**src/hw/rtl/sfs_pkg.sv**
```systemverilog
package sfs_pkg;

    // Clip and sheet limits.
    localparam int MAX_FRAMES = 64;
    localparam int FRAME_W    = 6;
    localparam int CELL_BITS  = 10;
    localparam int COUNT_W    = 7;

    // Field widths.
    localparam int OP_W      = 2;
    localparam int TICK_W    = 16;
    localparam int RATE_W    = 15;
    localparam int COLS_W    = 10;
    localparam int DIM_W     = 12;
    localparam int COORD_W   = 22;
    localparam int PHASE_W   = 32;
    localparam int STEP_W    = 23;
    localparam int CFG_IDX_W = 3;
    localparam int CFG_DAT_W = 15;

    // Shared divider: 16-bit dividend, one quotient bit per cycle.
    localparam int DIV_N_W   = 16;
    localparam int DIV_D_W   = 10;
    localparam int DIV_STEPS = 16;
    localparam int DIV_CNT_W = 4;

    // Request opcodes.
    localparam logic [OP_W-1:0] OP_TICK = 2'd0;
    localparam logic [OP_W-1:0] OP_PLAY = 2'd1;
    localparam logic [OP_W-1:0] OP_STOP = 2'd2;
    localparam logic [OP_W-1:0] OP_LOAD = 2'd3;

    // Configuration register indexes.
    localparam logic [CFG_IDX_W-1:0] CFG_FRAME_COUNT   = 3'd0;
    localparam logic [CFG_IDX_W-1:0] CFG_RATE_FPS      = 3'd1;
    localparam logic [CFG_IDX_W-1:0] CFG_LOOP_ENABLE   = 3'd2;
    localparam logic [CFG_IDX_W-1:0] CFG_SHEET_COLUMNS = 3'd3;
    localparam logic [CFG_IDX_W-1:0] CFG_CELL_WIDTH    = 3'd4;
    localparam logic [CFG_IDX_W-1:0] CFG_CELL_HEIGHT   = 3'd5;

    // Commands from the controller to the datapath.
    typedef struct packed {
        logic capture;
        logic prod;
        logic add;
        logic clamp;
        logic div_phase;
        logic wrap;
        logic commit;
        logic play;
        logic stop;
        logic load;
        logic div_cell;
        logic xy;
        logic emit;
    } t_cmd;

    // Status from the datapath to the controller.
    typedef struct packed {
        logic [OP_W-1:0] op;
        logic            tick_inert;
        logic            loop;
        logic            changed;
        logic            count_zero;
        logic            cols_zero;
        logic            div_busy;
    } t_status;

endpackage

```
**src/hw/rtl/sfs_ctrl.sv**
```systemverilog
module sfs_ctrl (
    input  logic             i_clk,
    input  logic             i_rst_n,
    input  logic             i_in_valid,
    input  logic             i_out_free,
    input  sfs_pkg::t_status i_status,
    output logic             o_in_ready,
    output sfs_pkg::t_cmd    o_cmd
);

    localparam logic [3:0] S_IDLE  = 4'd0;
    localparam logic [3:0] S_DEC   = 4'd1;
    localparam logic [3:0] S_ADD   = 4'd2;
    localparam logic [3:0] S_NEXT  = 4'd3;
    localparam logic [3:0] S_WAITP = 4'd4;
    localparam logic [3:0] S_WRAP  = 4'd5;
    localparam logic [3:0] S_CHK   = 4'd6;
    localparam logic [3:0] S_RD    = 4'd7;
    localparam logic [3:0] S_DIVC  = 4'd8;
    localparam logic [3:0] S_WAITC = 4'd9;
    localparam logic [3:0] S_XY    = 4'd10;
    localparam logic [3:0] S_EMIT  = 4'd11;

    logic [3:0] r_state;
    logic [3:0] n_state;

    always_ff @(posedge i_clk) begin
        if (!i_rst_n) begin
            r_state <= S_IDLE;
        end else begin
            r_state <= n_state;
        end
    end

    assign o_in_ready = (r_state == S_IDLE);

    always_comb begin
        n_state = r_state;
        o_cmd   = '0;
        unique case (r_state)
            S_IDLE: begin
                if (i_in_valid) begin
                    o_cmd.capture = 1'b1;
                    n_state       = S_DEC;
                end
            end
            S_DEC: begin
                unique case (i_status.op)
                    sfs_pkg::OP_TICK: begin
                        if (i_status.tick_inert) begin
                            n_state = S_IDLE;
                        end else begin
                            o_cmd.prod = 1'b1;
                            n_state    = S_ADD;
                        end
                    end
                    sfs_pkg::OP_PLAY: begin
                        o_cmd.play = 1'b1;
                        if (i_status.count_zero || i_status.cols_zero) begin
                            n_state = S_IDLE;
                        end else begin
                            n_state = S_RD;
                        end
                    end
                    sfs_pkg::OP_STOP: begin
                        o_cmd.stop = 1'b1;
                        n_state    = S_IDLE;
                    end
                    default: begin
                        o_cmd.load = 1'b1;
                        n_state    = S_IDLE;
                    end
                endcase
            end
            S_ADD: begin
                o_cmd.add = 1'b1;
                n_state   = S_NEXT;
            end
            S_NEXT: begin
                if (i_status.loop) begin
                    o_cmd.div_phase = 1'b1;
                    n_state         = S_WAITP;
                end else begin
                    o_cmd.clamp = 1'b1;
                    n_state     = S_CHK;
                end
            end
            S_WAITP: begin
                if (!i_status.div_busy) begin
                    n_state = S_WRAP;
                end
            end
            S_WRAP: begin
                o_cmd.wrap = 1'b1;
                n_state    = S_CHK;
            end
            S_CHK: begin
                if (i_status.changed) begin
                    o_cmd.commit = 1'b1;
                    n_state      = i_status.cols_zero ? S_IDLE : S_RD;
                end else begin
                    n_state = S_IDLE;
                end
            end
            S_RD: begin
                n_state = S_DIVC;
            end
            S_DIVC: begin
                o_cmd.div_cell = 1'b1;
                n_state        = S_WAITC;
            end
            S_WAITC: begin
                if (!i_status.div_busy) begin
                    n_state = S_XY;
                end
            end
            S_XY: begin
                o_cmd.xy = 1'b1;
                n_state  = S_EMIT;
            end
            S_EMIT: begin
                if (i_out_free) begin
                    o_cmd.emit = 1'b1;
                    n_state    = S_IDLE;
                end
            end
            default: begin
                n_state = S_IDLE;
            end
        endcase
    end

endmodule

```
**src/hw/rtl/sfs_dpath.sv**
```systemverilog
module sfs_dpath (
    input  logic                                i_clk,
    input  logic                                i_rst_n,
    input  sfs_pkg::t_cmd                       i_cmd,
    input  logic                                i_cfg_we,
    input  logic [sfs_pkg::CFG_IDX_W-1:0]       i_cfg_index,
    input  logic [sfs_pkg::CFG_DAT_W-1:0]       i_cfg_data,
    input  logic [sfs_pkg::OP_W-1:0]            i_opcode,
    input  logic [sfs_pkg::TICK_W-1:0]          i_tick_time,
    input  logic [sfs_pkg::FRAME_W-1:0]         i_entry_index,
    input  logic [sfs_pkg::CELL_BITS-1:0]       i_entry_cell,
    output sfs_pkg::t_status                    o_status,
    output logic [sfs_pkg::COORD_W-1:0]         o_x,
    output logic [sfs_pkg::COORD_W-1:0]         o_y,
    output logic [sfs_pkg::FRAME_W-1:0]         o_frame,
    output logic                                o_running,
    output logic                                o_done
);

    // Configuration registers.
    logic [sfs_pkg::COUNT_W-1:0] r_frame_count;
    logic [sfs_pkg::RATE_W-1:0]  r_rate;
    logic                        r_loop;
    logic [sfs_pkg::COLS_W-1:0]  r_cols;
    logic [sfs_pkg::DIM_W-1:0]   r_cell_w;
    logic [sfs_pkg::DIM_W-1:0]   r_cell_h;

    // Captured request.
    logic [sfs_pkg::OP_W-1:0]      r_op;
    logic [sfs_pkg::TICK_W-1:0]    r_dt;
    logic [sfs_pkg::FRAME_W-1:0]   r_slot;
    logic [sfs_pkg::CELL_BITS-1:0] r_cell;

    // Playback state.
    logic [sfs_pkg::PHASE_W-1:0] r_phase;
    logic [sfs_pkg::FRAME_W-1:0] r_cur;
    logic [sfs_pkg::FRAME_W-1:0] r_new_idx;
    logic                        r_running;
    logic                        r_done;
    logic [sfs_pkg::STEP_W-1:0]  r_step;

    // Frame table and its registered read port.
    logic [sfs_pkg::CELL_BITS-1:0] r_table [sfs_pkg::MAX_FRAMES];
    logic [sfs_pkg::CELL_BITS-1:0] r_rd;

    // Shared divider.
    logic                          r_div_busy;
    logic [sfs_pkg::DIV_CNT_W-1:0] r_div_cnt;
    logic [sfs_pkg::DIV_D_W-1:0]   r_div_rem;
    logic [sfs_pkg::DIV_D_W-1:0]   r_div_den;
    logic [sfs_pkg::DIV_N_W-1:0]   r_div_quo;
    logic [sfs_pkg::DIV_D_W:0]     div_shift;
    logic [sfs_pkg::DIV_D_W:0]     div_diff;
    logic                          div_ge;

    logic [sfs_pkg::COORD_W-1:0]   r_x;
    logic [sfs_pkg::COORD_W-1:0]   r_y;

    logic [sfs_pkg::COUNT_W-1:0]   count_live;
    logic [30:0]                   prod_full;
    logic [sfs_pkg::PHASE_W:0]     sum;
    logic [sfs_pkg::TICK_W-1:0]    phase_int;
    logic                          at_end;

    // Frame counts above the table depth behave as a full table.
    assign count_live = (r_frame_count > sfs_pkg::COUNT_W'(sfs_pkg::MAX_FRAMES))
                      ? sfs_pkg::COUNT_W'(sfs_pkg::MAX_FRAMES) : r_frame_count;
    assign prod_full  = 31'(r_dt) * 31'(r_rate);
    assign sum        = {1'b0, r_phase} + (sfs_pkg::PHASE_W + 1)'(r_step);
    assign phase_int  = r_phase[sfs_pkg::PHASE_W-1:sfs_pkg::TICK_W];
    assign at_end     = phase_int >= sfs_pkg::TICK_W'(count_live);

    always_ff @(posedge i_clk) begin
        if (!i_rst_n) begin
            r_frame_count <= '0;
            r_rate        <= '0;
            r_loop        <= 1'b0;
            r_cols        <= '0;
            r_cell_w      <= '0;
            r_cell_h      <= '0;
        end else if (i_cfg_we) begin
            unique case (i_cfg_index)
                sfs_pkg::CFG_FRAME_COUNT:   r_frame_count <= i_cfg_data[sfs_pkg::COUNT_W-1:0];
                sfs_pkg::CFG_RATE_FPS:      r_rate        <= i_cfg_data[sfs_pkg::RATE_W-1:0];
                sfs_pkg::CFG_LOOP_ENABLE:   r_loop        <= i_cfg_data[0];
                sfs_pkg::CFG_SHEET_COLUMNS: r_cols        <= i_cfg_data[sfs_pkg::COLS_W-1:0];
                sfs_pkg::CFG_CELL_WIDTH:    r_cell_w      <= i_cfg_data[sfs_pkg::DIM_W-1:0];
                sfs_pkg::CFG_CELL_HEIGHT:   r_cell_h      <= i_cfg_data[sfs_pkg::DIM_W-1:0];
                default: begin
                end
            endcase
        end
    end

    always_ff @(posedge i_clk) begin
        if (i_cmd.capture) begin
            r_op   <= i_opcode;
            r_dt   <= i_tick_time;
            r_slot <= i_entry_index;
            r_cell <= i_entry_cell;
        end
        if (i_cmd.prod) begin
            r_step <= prod_full[30:8];
        end
        if (i_cmd.clamp) begin
            r_new_idx <= at_end ? sfs_pkg::FRAME_W'(count_live - 7'd1)
                                : phase_int[sfs_pkg::FRAME_W-1:0];
        end else if (i_cmd.wrap) begin
            r_new_idx <= r_div_rem[sfs_pkg::FRAME_W-1:0];
        end
        if (i_cmd.xy) begin
            r_x <= sfs_pkg::COORD_W'(r_div_rem) * sfs_pkg::COORD_W'(r_cell_w);
            r_y <= sfs_pkg::COORD_W'(r_div_quo[sfs_pkg::DIV_D_W-1:0])
                 * sfs_pkg::COORD_W'(r_cell_h);
        end
    end

    always_ff @(posedge i_clk) begin
        if (!i_rst_n) begin
            r_phase   <= '0;
            r_cur     <= '0;
            r_running <= 1'b0;
            r_done    <= 1'b0;
        end else begin
            if (i_cmd.add) begin
                r_phase <= sum[sfs_pkg::PHASE_W] ? '1 : sum[sfs_pkg::PHASE_W-1:0];
            end else if (i_cmd.wrap) begin
                // The integer part is reduced modulo the frame count; the fraction stays.
                r_phase <= {10'd0, r_div_rem[sfs_pkg::FRAME_W-1:0],
                            r_phase[sfs_pkg::TICK_W-1:0]};
            end else if (i_cmd.play) begin
                r_phase <= '0;
            end
            if (i_cmd.clamp && at_end) begin
                r_running <= 1'b0;
                r_done    <= 1'b1;
            end else if (i_cmd.play) begin
                r_running <= 1'b1;
                r_done    <= 1'b0;
            end else if (i_cmd.stop) begin
                r_running <= 1'b0;
            end
            if (i_cmd.commit) begin
                r_cur <= r_new_idx;
            end else if (i_cmd.play) begin
                r_cur <= '0;
            end
        end
    end

    always_ff @(posedge i_clk) begin
        if (i_cmd.load) begin
            r_table[r_slot] <= r_cell;
        end
        r_rd <= r_table[r_cur];
    end

    // Restoring divider: one quotient bit per cycle.
    assign div_shift = {r_div_rem, r_div_quo[sfs_pkg::DIV_N_W-1]};
    assign div_ge    = div_shift >= {1'b0, r_div_den};
    assign div_diff  = div_shift - {1'b0, r_div_den};

    always_ff @(posedge i_clk) begin
        if (!i_rst_n) begin
            r_div_busy <= 1'b0;
            r_div_cnt  <= '0;
        end else if (i_cmd.div_phase || i_cmd.div_cell) begin
            r_div_busy <= 1'b1;
            r_div_cnt  <= '0;
        end else if (r_div_busy) begin
            r_div_cnt <= r_div_cnt + 1'b1;
            if (r_div_cnt == sfs_pkg::DIV_CNT_W'(sfs_pkg::DIV_STEPS - 1)) begin
                r_div_busy <= 1'b0;
            end
        end
    end

    always_ff @(posedge i_clk) begin
        if (i_cmd.div_phase) begin
            r_div_rem <= '0;
            r_div_quo <= phase_int;
            r_div_den <= sfs_pkg::DIV_D_W'(count_live);
        end else if (i_cmd.div_cell) begin
            r_div_rem <= '0;
            r_div_quo <= sfs_pkg::DIV_N_W'(r_rd);
            r_div_den <= r_cols;
        end else if (r_div_busy) begin
            r_div_rem <= div_ge ? div_diff[sfs_pkg::DIV_D_W-1:0]
                                : div_shift[sfs_pkg::DIV_D_W-1:0];
            r_div_quo <= {r_div_quo[sfs_pkg::DIV_N_W-2:0], div_ge};
        end
    end

    assign o_status.op         = r_op;
    assign o_status.tick_inert = !r_running || (count_live == '0) || (r_rate == '0);
    assign o_status.loop       = r_loop;
    assign o_status.changed    = r_new_idx != r_cur;
    assign o_status.count_zero = count_live == '0;
    assign o_status.cols_zero  = r_cols == '0;
    assign o_status.div_busy   = r_div_busy;

    assign o_x       = r_x;
    assign o_y       = r_y;
    assign o_frame   = r_cur;
    assign o_running = r_running;
    assign o_done    = r_done;

endmodule

```
**src/hw/rtl/sprite_frame_sequencer.sv**
```systemverilog
// Sprite sheet frame sequencer.
// Requests arrive on the input channel (i_in_valid / o_in_ready) as an opcode with its
// fields: tick advances the Q16.16 frame phase by tick_time times rate_fps, play restarts
// the clip from frame zero, stop halts playback and load writes one frame table slot.
// Clip and sheet settings are written through i_cfg_we / i_cfg_index / i_cfg_data; the
// user must write them only while the block is idle; the block does not enforce this.
// A tick that shows a new frame, and a play request, yields one result on the output
// channel (o_out_valid / i_out_ready) when the clip has frames and the sheet has columns,
// carrying the cell's source origin on the sheet together with the frame index and the
// playback flags. The block works on one request at a time. Stop, load and inert ticks
// return straight to idle. A looping tick runs the shared 16-step divider for the phase
// wrap and, when it shows a frame, a second time for the cell row and column split; a
// play request or a non-looping tick that shows a frame uses the divider once.
// The result sits in an output register, so the next request is taken while it waits;
// if the receiver still stalls when the next result is ready, the controller holds in
// its emit state and takes no further request until the register frees.
// Reset clears the settings, the phase, the shown frame and the flags; frame table slots
// hold nothing defined until they are loaded.
module sprite_frame_sequencer (
    input  logic                                i_clk,
    input  logic                                i_rst_n,
    input  logic                                i_cfg_we,
    input  logic [sfs_pkg::CFG_IDX_W-1:0]       i_cfg_index,
    input  logic [sfs_pkg::CFG_DAT_W-1:0]       i_cfg_data,
    input  logic                                i_in_valid,
    output logic                                o_in_ready,
    input  logic [sfs_pkg::OP_W-1:0]            i_opcode,
    input  logic [sfs_pkg::TICK_W-1:0]          i_tick_time,
    input  logic [sfs_pkg::FRAME_W-1:0]         i_entry_index,
    input  logic [sfs_pkg::CELL_BITS-1:0]       i_entry_cell,
    output logic                                o_out_valid,
    input  logic                                i_out_ready,
    output logic [sfs_pkg::COORD_W-1:0]         o_src_x,
    output logic [sfs_pkg::COORD_W-1:0]         o_src_y,
    output logic [sfs_pkg::FRAME_W-1:0]         o_shown_frame,
    output logic                                o_is_playing,
    output logic                                o_is_finished
);

    sfs_pkg::t_cmd    cmd;
    sfs_pkg::t_status status;

    logic [sfs_pkg::COORD_W-1:0] dp_x;
    logic [sfs_pkg::COORD_W-1:0] dp_y;
    logic [sfs_pkg::FRAME_W-1:0] dp_frame;
    logic                        dp_running;
    logic                        dp_done;
    logic                        out_free;

    // Output register: a result waits here until the receiver takes it.
    logic                        r_out_valid;
    logic [sfs_pkg::COORD_W-1:0] r_src_x;
    logic [sfs_pkg::COORD_W-1:0] r_src_y;
    logic [sfs_pkg::FRAME_W-1:0] r_shown_frame;
    logic                        r_is_playing;
    logic                        r_is_finished;

    // The register may be reloaded in the same cycle as its old contents leave.
    assign out_free = !r_out_valid || i_out_ready;

    sfs_ctrl u_ctrl (
        .i_clk      (i_clk),
        .i_rst_n    (i_rst_n),
        .i_in_valid (i_in_valid),
        .i_out_free (out_free),
        .i_status   (status),
        .o_in_ready (o_in_ready),
        .o_cmd      (cmd)
    );

    sfs_dpath u_dpath (
        .i_clk         (i_clk),
        .i_rst_n       (i_rst_n),
        .i_cmd         (cmd),
        .i_cfg_we      (i_cfg_we),
        .i_cfg_index   (i_cfg_index),
        .i_cfg_data    (i_cfg_data),
        .i_opcode      (i_opcode),
        .i_tick_time   (i_tick_time),
        .i_entry_index (i_entry_index),
        .i_entry_cell  (i_entry_cell),
        .o_status      (status),
        .o_x           (dp_x),
        .o_y           (dp_y),
        .o_frame       (dp_frame),
        .o_running     (dp_running),
        .o_done        (dp_done)
    );

    always_ff @(posedge i_clk) begin
        if (!i_rst_n) begin
            r_out_valid <= 1'b0;
        end else if (cmd.emit) begin
            r_out_valid <= 1'b1;
        end else if (i_out_ready) begin
            r_out_valid <= 1'b0;
        end
    end

    always_ff @(posedge i_clk) begin
        if (cmd.emit) begin
            r_src_x       <= dp_x;
            r_src_y       <= dp_y;
            r_shown_frame <= dp_frame;
            r_is_playing  <= dp_running;
            r_is_finished <= dp_done;
        end
    end

    assign o_out_valid   = r_out_valid;
    assign o_src_x       = r_src_x;
    assign o_src_y       = r_src_y;
    assign o_shown_frame = r_shown_frame;
    assign o_is_playing  = r_is_playing;
    assign o_is_finished = r_is_finished;

endmodule

```
**config.mk**
```make
export PLATFORM = sky130hd
export DESIGN_NAME = sprite_frame_sequencer
export DESIGN_NICKNAME = d
export VERILOG_FILES = /design/src/hw/rtl/sfs_pkg.sv /design/src/hw/rtl/sfs_ctrl.sv /design/src/hw/rtl/sfs_dpath.sv /design/src/hw/rtl/sprite_frame_sequencer.sv
export SDC_FILE = /design/constraint.sdc
export NUM_CORES = 2
export LEC_CHECK = 0
export BUFFER_PORTS_ARGS = -buffer_cell sky130_fd_sc_hd__buf_2
export CAP_MARGIN = 20
export CORE_ASPECT_RATIO = 2
export CORE_UTILIZATION = 25
export CTS_BUF_LIST = sky130_fd_sc_hd__clkbuf_16
export CTS_CLUSTER_DIAMETER = 200
export DETAILED_ROUTE_END_ITERATION = 12
export PLACE_DENSITY = 0.42
export SYNTH_ARGS = -nofsm -noshare
export SYNTH_HDL_FRONTEND = slang
export SYNTH_SLANG_ARGS = --single-unit
```
**constraint.sdc**
```tcl
create_clock -name i_clk -period 15.05 [get_ports i_clk]
set_input_delay 0.7525 -clock i_clk [delete_from_list [all_inputs] [get_ports i_clk]]
set_output_delay 0.7525 -clock i_clk [all_outputs]
set_load 0.01 [all_outputs]
```
# Yosys cells after proc, flatten, opt, wreduce, memory -nomap -nowiden
# Memories as Yosys holds them, arrays and structs flattened. A register that Yosys moved wholly into a read port is not among the register bits.
# Index checks and enable logic that the tools add are counted.
dict set report word_totals {
  regBits 302
  ram_bits 640
  inputBits 57
  output_inout_bits 54
  word_cells 162
  mem_count 1
}
dict set report classes {
  add_sub_neg 4
  n_mul 3
  order_cmp 3
  eq_ne 25
  muxes 58
  bitwise_logic 1
  n_reduce_logical 35
}
# memory depth word_bits rd rd_clocked_by_memory_dff write_ports line
set memory_table {}
lappend memory_table {u_dpath.r_table 64 10 1 1 1 sfs_dpath.sv:43} ;# logic [sfs_pkg::CELL_BITS-1:0] r_table [sfs_pkg::MAX_FRAMES];
# op n
set op_table {}
lappend op_table {{32-bit 2-to-1 mux} 4}
lappend op_table {{16-bit 2-to-1 mux} 3}
lappend op_table {{4-bit case mux with 12 select lines} 1}
lappend op_table {{10-bit by 12-bit multiplier with 22-bit output} 2}
lappend op_table {{32-bit by 23-bit adder with 33-bit output} 1}
lappend op_table {{16-bit by 15-bit multiplier with 31-bit output} 1}
lappend op_table {{6-bit 2-to-1 mux} 5}
lappend op_table {{1-bit 2-to-1 mux} 29}
lappend op_table {{7-bit 2-to-1 mux} 3}
lappend op_table {{4-bit == test (second input constant)} 5}
lappend op_table {{4-bit 2-to-1 mux} 5}
lappend op_table {{4-bit by 3-bit == test with 1-bit output (second input constant)} 4}
lappend op_table {{16-bit by 7-bit greater-or-equal comparator with 1-bit output} 1}
lappend op_table {{15-bit logical NOT} 1}
lappend op_table {{2-bit AND reduction} 7}
lappend op_table {{2-bit nonzero test} 7}
lappend op_table {{11-bit by 10-bit greater-or-equal comparator with 1-bit output} 1}
lappend op_table {{10-bit logical NOT} 1}
lappend op_table {{10-bit 2-to-1 mux} 1}
lappend op_table {{10-bit subtractor} 1}
lappend op_table {{3-bit 2-to-1 mux} 3}
lappend op_table {{4-bit by 2-bit == test with 1-bit output (second input constant)} 2}
lappend op_table {{2-bit inequality test (second input constant)} 4}
lappend op_table {{7-bit > comparator (second input constant)} 1}
lappend op_table {{24 further kinds} 36}

# Depth between registers and ports, before layout
dict set report logic_depth {
  depth_word 8
  ltp_mapped 23
  ltp_nobuf 22
}

# Modules after synthesis
# Synthesis repeated with hierarchy kept, for this count alone.
dict set report unflattened {
  cells_unflattened 4002
  hier_area_um2 53408.7
}
# mod instances cells_each area_each_um2 seq_area_each_um2
set modules_own_cells {}
lappend modules_own_cells {sfs_dpath 1 3874 51291.7 25624.6}
lappend modules_own_cells {sprite_frame_sequencer 1 56 1610.3 1581.5}
lappend modules_own_cells {sfs_ctrl 1 72 506.7 80.1}

# Worst setup path after synthesis
# Ideal clock, no wire load.
dict set report synth_timing {
  path_kind {register to register}
  start {register u_dpath.r_rate[6] (netlist bit)}
  end {register u_dpath.r_step[22] (netlist bit), data pin}
  setup_time_ns 0.157
  arrival_ns 5.786
  required_time_ns 14.893
  path_slack_ns 9.107
  path_stages_with_launch 22
  n_path_buf 2
  period_less_slack_ns 5.943
  cell_sequence {dfxtp_1 > clkbuf_1 > clkbuf_1 > nand2_1 > fa_1 > fa_1 > fa_1 > inv_1 > fa_1 > fa_1 > inv_1 > fa_1 > inv_1 > ha_1 > a21oi_1 > nand2_1 > a221oi_1 > or3b_1 > o21ai_1 > a21oi_1 > and4_1 > nor3_1}
}
dict set report synth_via {
  elab_chain_cells 1
}
# element line
set synth_lines {}
lappend synth_lines {{start: declaration} sfs_dpath.sv:22} ;# logic [sfs_pkg::RATE_W-1:0] r_rate;
lappend synth_lines {{start signal: assignment} sfs_dpath.sv:84} ;# sfs_pkg::CFG_RATE_FPS: r_rate <= i_cfg_data[sfs_pkg::RATE_W-1:0];
lappend synth_lines {{16-bit by 15-bit multiplier with 31-bit output} sfs_dpath.sv:68} ;# assign prod_full = 31'(r_dt) * 31'(r_rate);
lappend synth_lines {{via u_dpath.prod_full[30]} sfs_dpath.sv:60} ;# logic [30:0] prod_full;
lappend synth_lines {{end signal: assignment} sfs_dpath.sv:103} ;# r_step <= prod_full[30:8];
lappend synth_lines {{end: declaration} sfs_dpath.sv:40} ;# logic [sfs_pkg::STEP_W-1:0] r_step;
# The timed path passes the listed nets, and every way through them passes these cells.
# A chain may end at the register's enable or synchronous reset.

# Worst setup path after layout
dict set report layout_timing {
  start {register u_dpath.r_rate[12] (netlist bit)}
  end {register u_dpath.r_step[22] (netlist bit), data pin}
}
# Same word-level chain as after synthesis.

==> metrics.yaml <==
grt_pass1_vias: 34600
drv_cap: 0
placed_cell_area_um2: 57200
core.rowCount: 239
max_freq_mhz: 151
setup-violations-final: 0
holdWs_ps: 231
ant_nets: 0
vias_per_cell: 4.50
yosys_warnings: 0
power_density_nw_per_um2: 95.3
critPathCaptureType: "register"
clk_pin_slew_worst_paths_ps: 70
worstMarginPinSlew_ps: 1130
postCtsSetupRepairBufs: 0
drc: 0
r2r_slack_ps: 8430
clock_sinks: 952
required_ps: 15580
ys_async_sr_fraction: 0
h-tree-depth: 3
antenna_found_initial: 9
die_area_um2: 215000
vias: 31300
synthFlopType: "edfxtp_1"
start_util: 0.251
use_met1: 0.139
cts_max_path_buffers: 3
grt_use_met2: 0.313
synth.distinct_cells: 87
clock-root-buffer: "clkbuf_16"
layout_common_cells: "edfxtp_1, inv_1, nand2_1, fa_1, ha_1"
grt_overflow: 0
utilization: 0.285
postCtsHoldBufs: 0
synth_seq_cells: 952
busiest_layer: "met2"
fin_area_um2: 60200
critical_path_class: "reg -> reg"
hp-class: "in -> reg"
wire_per_inst_um: 22.6
maxSlewViolCount: 0
ys_seq_area_frac: 0.513
grt_usage: 0.149
cts_made_buffers: 92
skew_ps: 46.8
drt_iter0_markers: 1727
cts_tree: "done"
grt_start_max_net_pins: 88
fin_crit_ps: 6620
grtUsageMet3: 0.0144
avgSynthCellArea_um2: 13.3
critical_path.max_fanout: 18
die_w_um: 328
routed_wl_um: 157000
grt_pass1_wl_um: 233000
rsz0062_at_grt: "false"
relSlewSlack: 0.246
crit_arrival_ps: 7150
hpwlAfterDp_um: 117000
cts.repair.resized: 0
place_congestion: 0.807
p_leak_nw: 22.7
clk-insertion-delay-late_ps: 710
die_h_um: 654
numPortBuffers: 110
layout.nets: 4758
nFillCells: 21500
outcome: "completed"
syn_area_um2: 53100
cp-start-kind: "register"
irDropWorstVdd_mv: 0.0827
area_delta_synth_final_pct: 13.3
core_area_um2: 211000
io-pin-count: 111
final_common_cell: "edfxtp_1"
finalHoldViolations: 0
synth_edf_count: 822
fin_crit_sh: 0.440
setup_tns_ps: 0
drive_above_1_share: 0.141
synth_fp_nets: 4643
syn_inst: 4000
first_pass_iters: 5
## critical path: stages (launching register included)
cell,delay (ps)
dfxtp_1,910
nand2_1,180
fa_1,550
fa_1,500
inv_1,60
fa_1,560
fa_1,470
fa_1,510
inv_1,50
fa_1,480
inv_1,40
ha_1,320
and2_1,170
a221oi_1,370
or3b_1,390
o21ai_1,260
a21oi_1,190
and4_1,230
nor3_1,190
## power by group
| group | internal (mW) | total [mW] | switching (mW) |
|---|---|---|---|
| combinational | 0.144 | 0.401 | 0.257 |
| clock | 1.24 | 2.34 | 1.09 |
| sequential | 2.90 | 3.00 | 0.0971 |
| total | 4.29 | 5.74 | 1.45 |
## final timing paths
kind	startpoint	endpoint	cells after the start
worst max-delay path	u_dpath.r_rate[12]$_SDFFE_PN0P_	u_dpath.r_step[22]$_DFFE_PP_	18
worst min-delay path	i_entry_index[0]	u_dpath.r_slot[0]$_DFFE_PP_	1
worst max register to register	u_dpath.r_rate[12]$_SDFFE_PN0P_	u_dpath.r_step[22]$_DFFE_PP_	18
worst min register to register	u_dpath.o_x[12]$_DFFE_PN_	o_src_x[12]$_DFFE_PP_	0
## sequential cells by signal, summed over array words and instances, names as in the netlist, 15 cells and up
register           cells
u_dpath.r_rate        15
u_dpath.r_table      640
u_dpath.r_div_quo     16
o_src_x               22
u_dpath.r_step        23
u_dpath.o_x           22
u_dpath.r_dt          16
u_dpath.o_y           22
u_dpath.r_phase       32
o_src_y               22
## synthesized netlist by cell type (all sizes together) (19+ instances only)
library cell    n  area share
edfxtp        822        0.46
inv           460       0.032
nand2         455       0.032
fa            337        0.13
ha            249       0.059
and2          247       0.029
mux4          210       0.089
nor2          183       0.013
a21oi         161       0.015
clkbuf        155       0.011
dfxtp         130       0.049
o21ai          76      0.0072
xnor2          58      0.0096
nand3          43      0.0040
xor2           34      0.0056
buf            33      0.0031
a21o           31      0.0044
nor3           30      0.0029
a31oi          24      0.0029
mux2i          21      0.0040
o21a           19      0.0027
## routing by layer
metal  up-vias  routed length [um]  share of wire
li1      14200                   -              -
met1     16300               51000           0.32
met2       526               95000           0.60
met3       229                4210          0.027
met4         4                7180          0.046
met5         -                  27        0.00017
## layout make-up
| class | count | area (um^2) | area share |
|---|---|---|---|
| Clock buffer | 95 | 2380 | 0.0395 |
| Tap cell | 2771 | 3470 | 0.0576 |
| Inverter | 461 | 1730 | 0.0287 |
| Sequential cell | 952 | 27300 | 0.454 |
| Antenna cell | 4 | 10.0 | 0.000166 |
| Multi-Input combinational cell | 2399 | 23400 | 0.389 |
| Timing Repair Buffer | 209 | 1300 | 0.0216 |
| Clock inverter | 76 | 589 | 0.00979 |
## cell families after synthesis
| group | count (synthesis) | synth area share |
|---|---|---|
| buffers and inverters | 649 | 0.0466 |
| AND/OR/NAND/NOR | 1073 | 0.0956 |
| flip-flops | 952 | 0.513 |
| adder cells (fa/ha/maj) | 586 | 0.186 |
| AO/OA/AOI/OAI | 416 | 0.0505 |
| XOR/XNOR | 92 | 0.0152 |
| multiplexers | 232 | 0.0932 |
## metrics by stage
| step | cells | power, mW | worst slack (ps) |
|---|---|---|---|
| 3_5_place_dp | 6788 | 3.47 | 8460 |
| 3_3_place_gp | 6766 | 3.46 | 8440 |
| 2_1_floorplan | 4000 | 3.28 | 9110 |
| 5_1_grt | 6964 | 5.96 | 8180 |
| 6_report | 6967 | 5.74 | 8430 |
| 4_1_cts | 6959 | 5.84 | 8430 |
No activity file was read; power rests on OpenSTA's default activity.
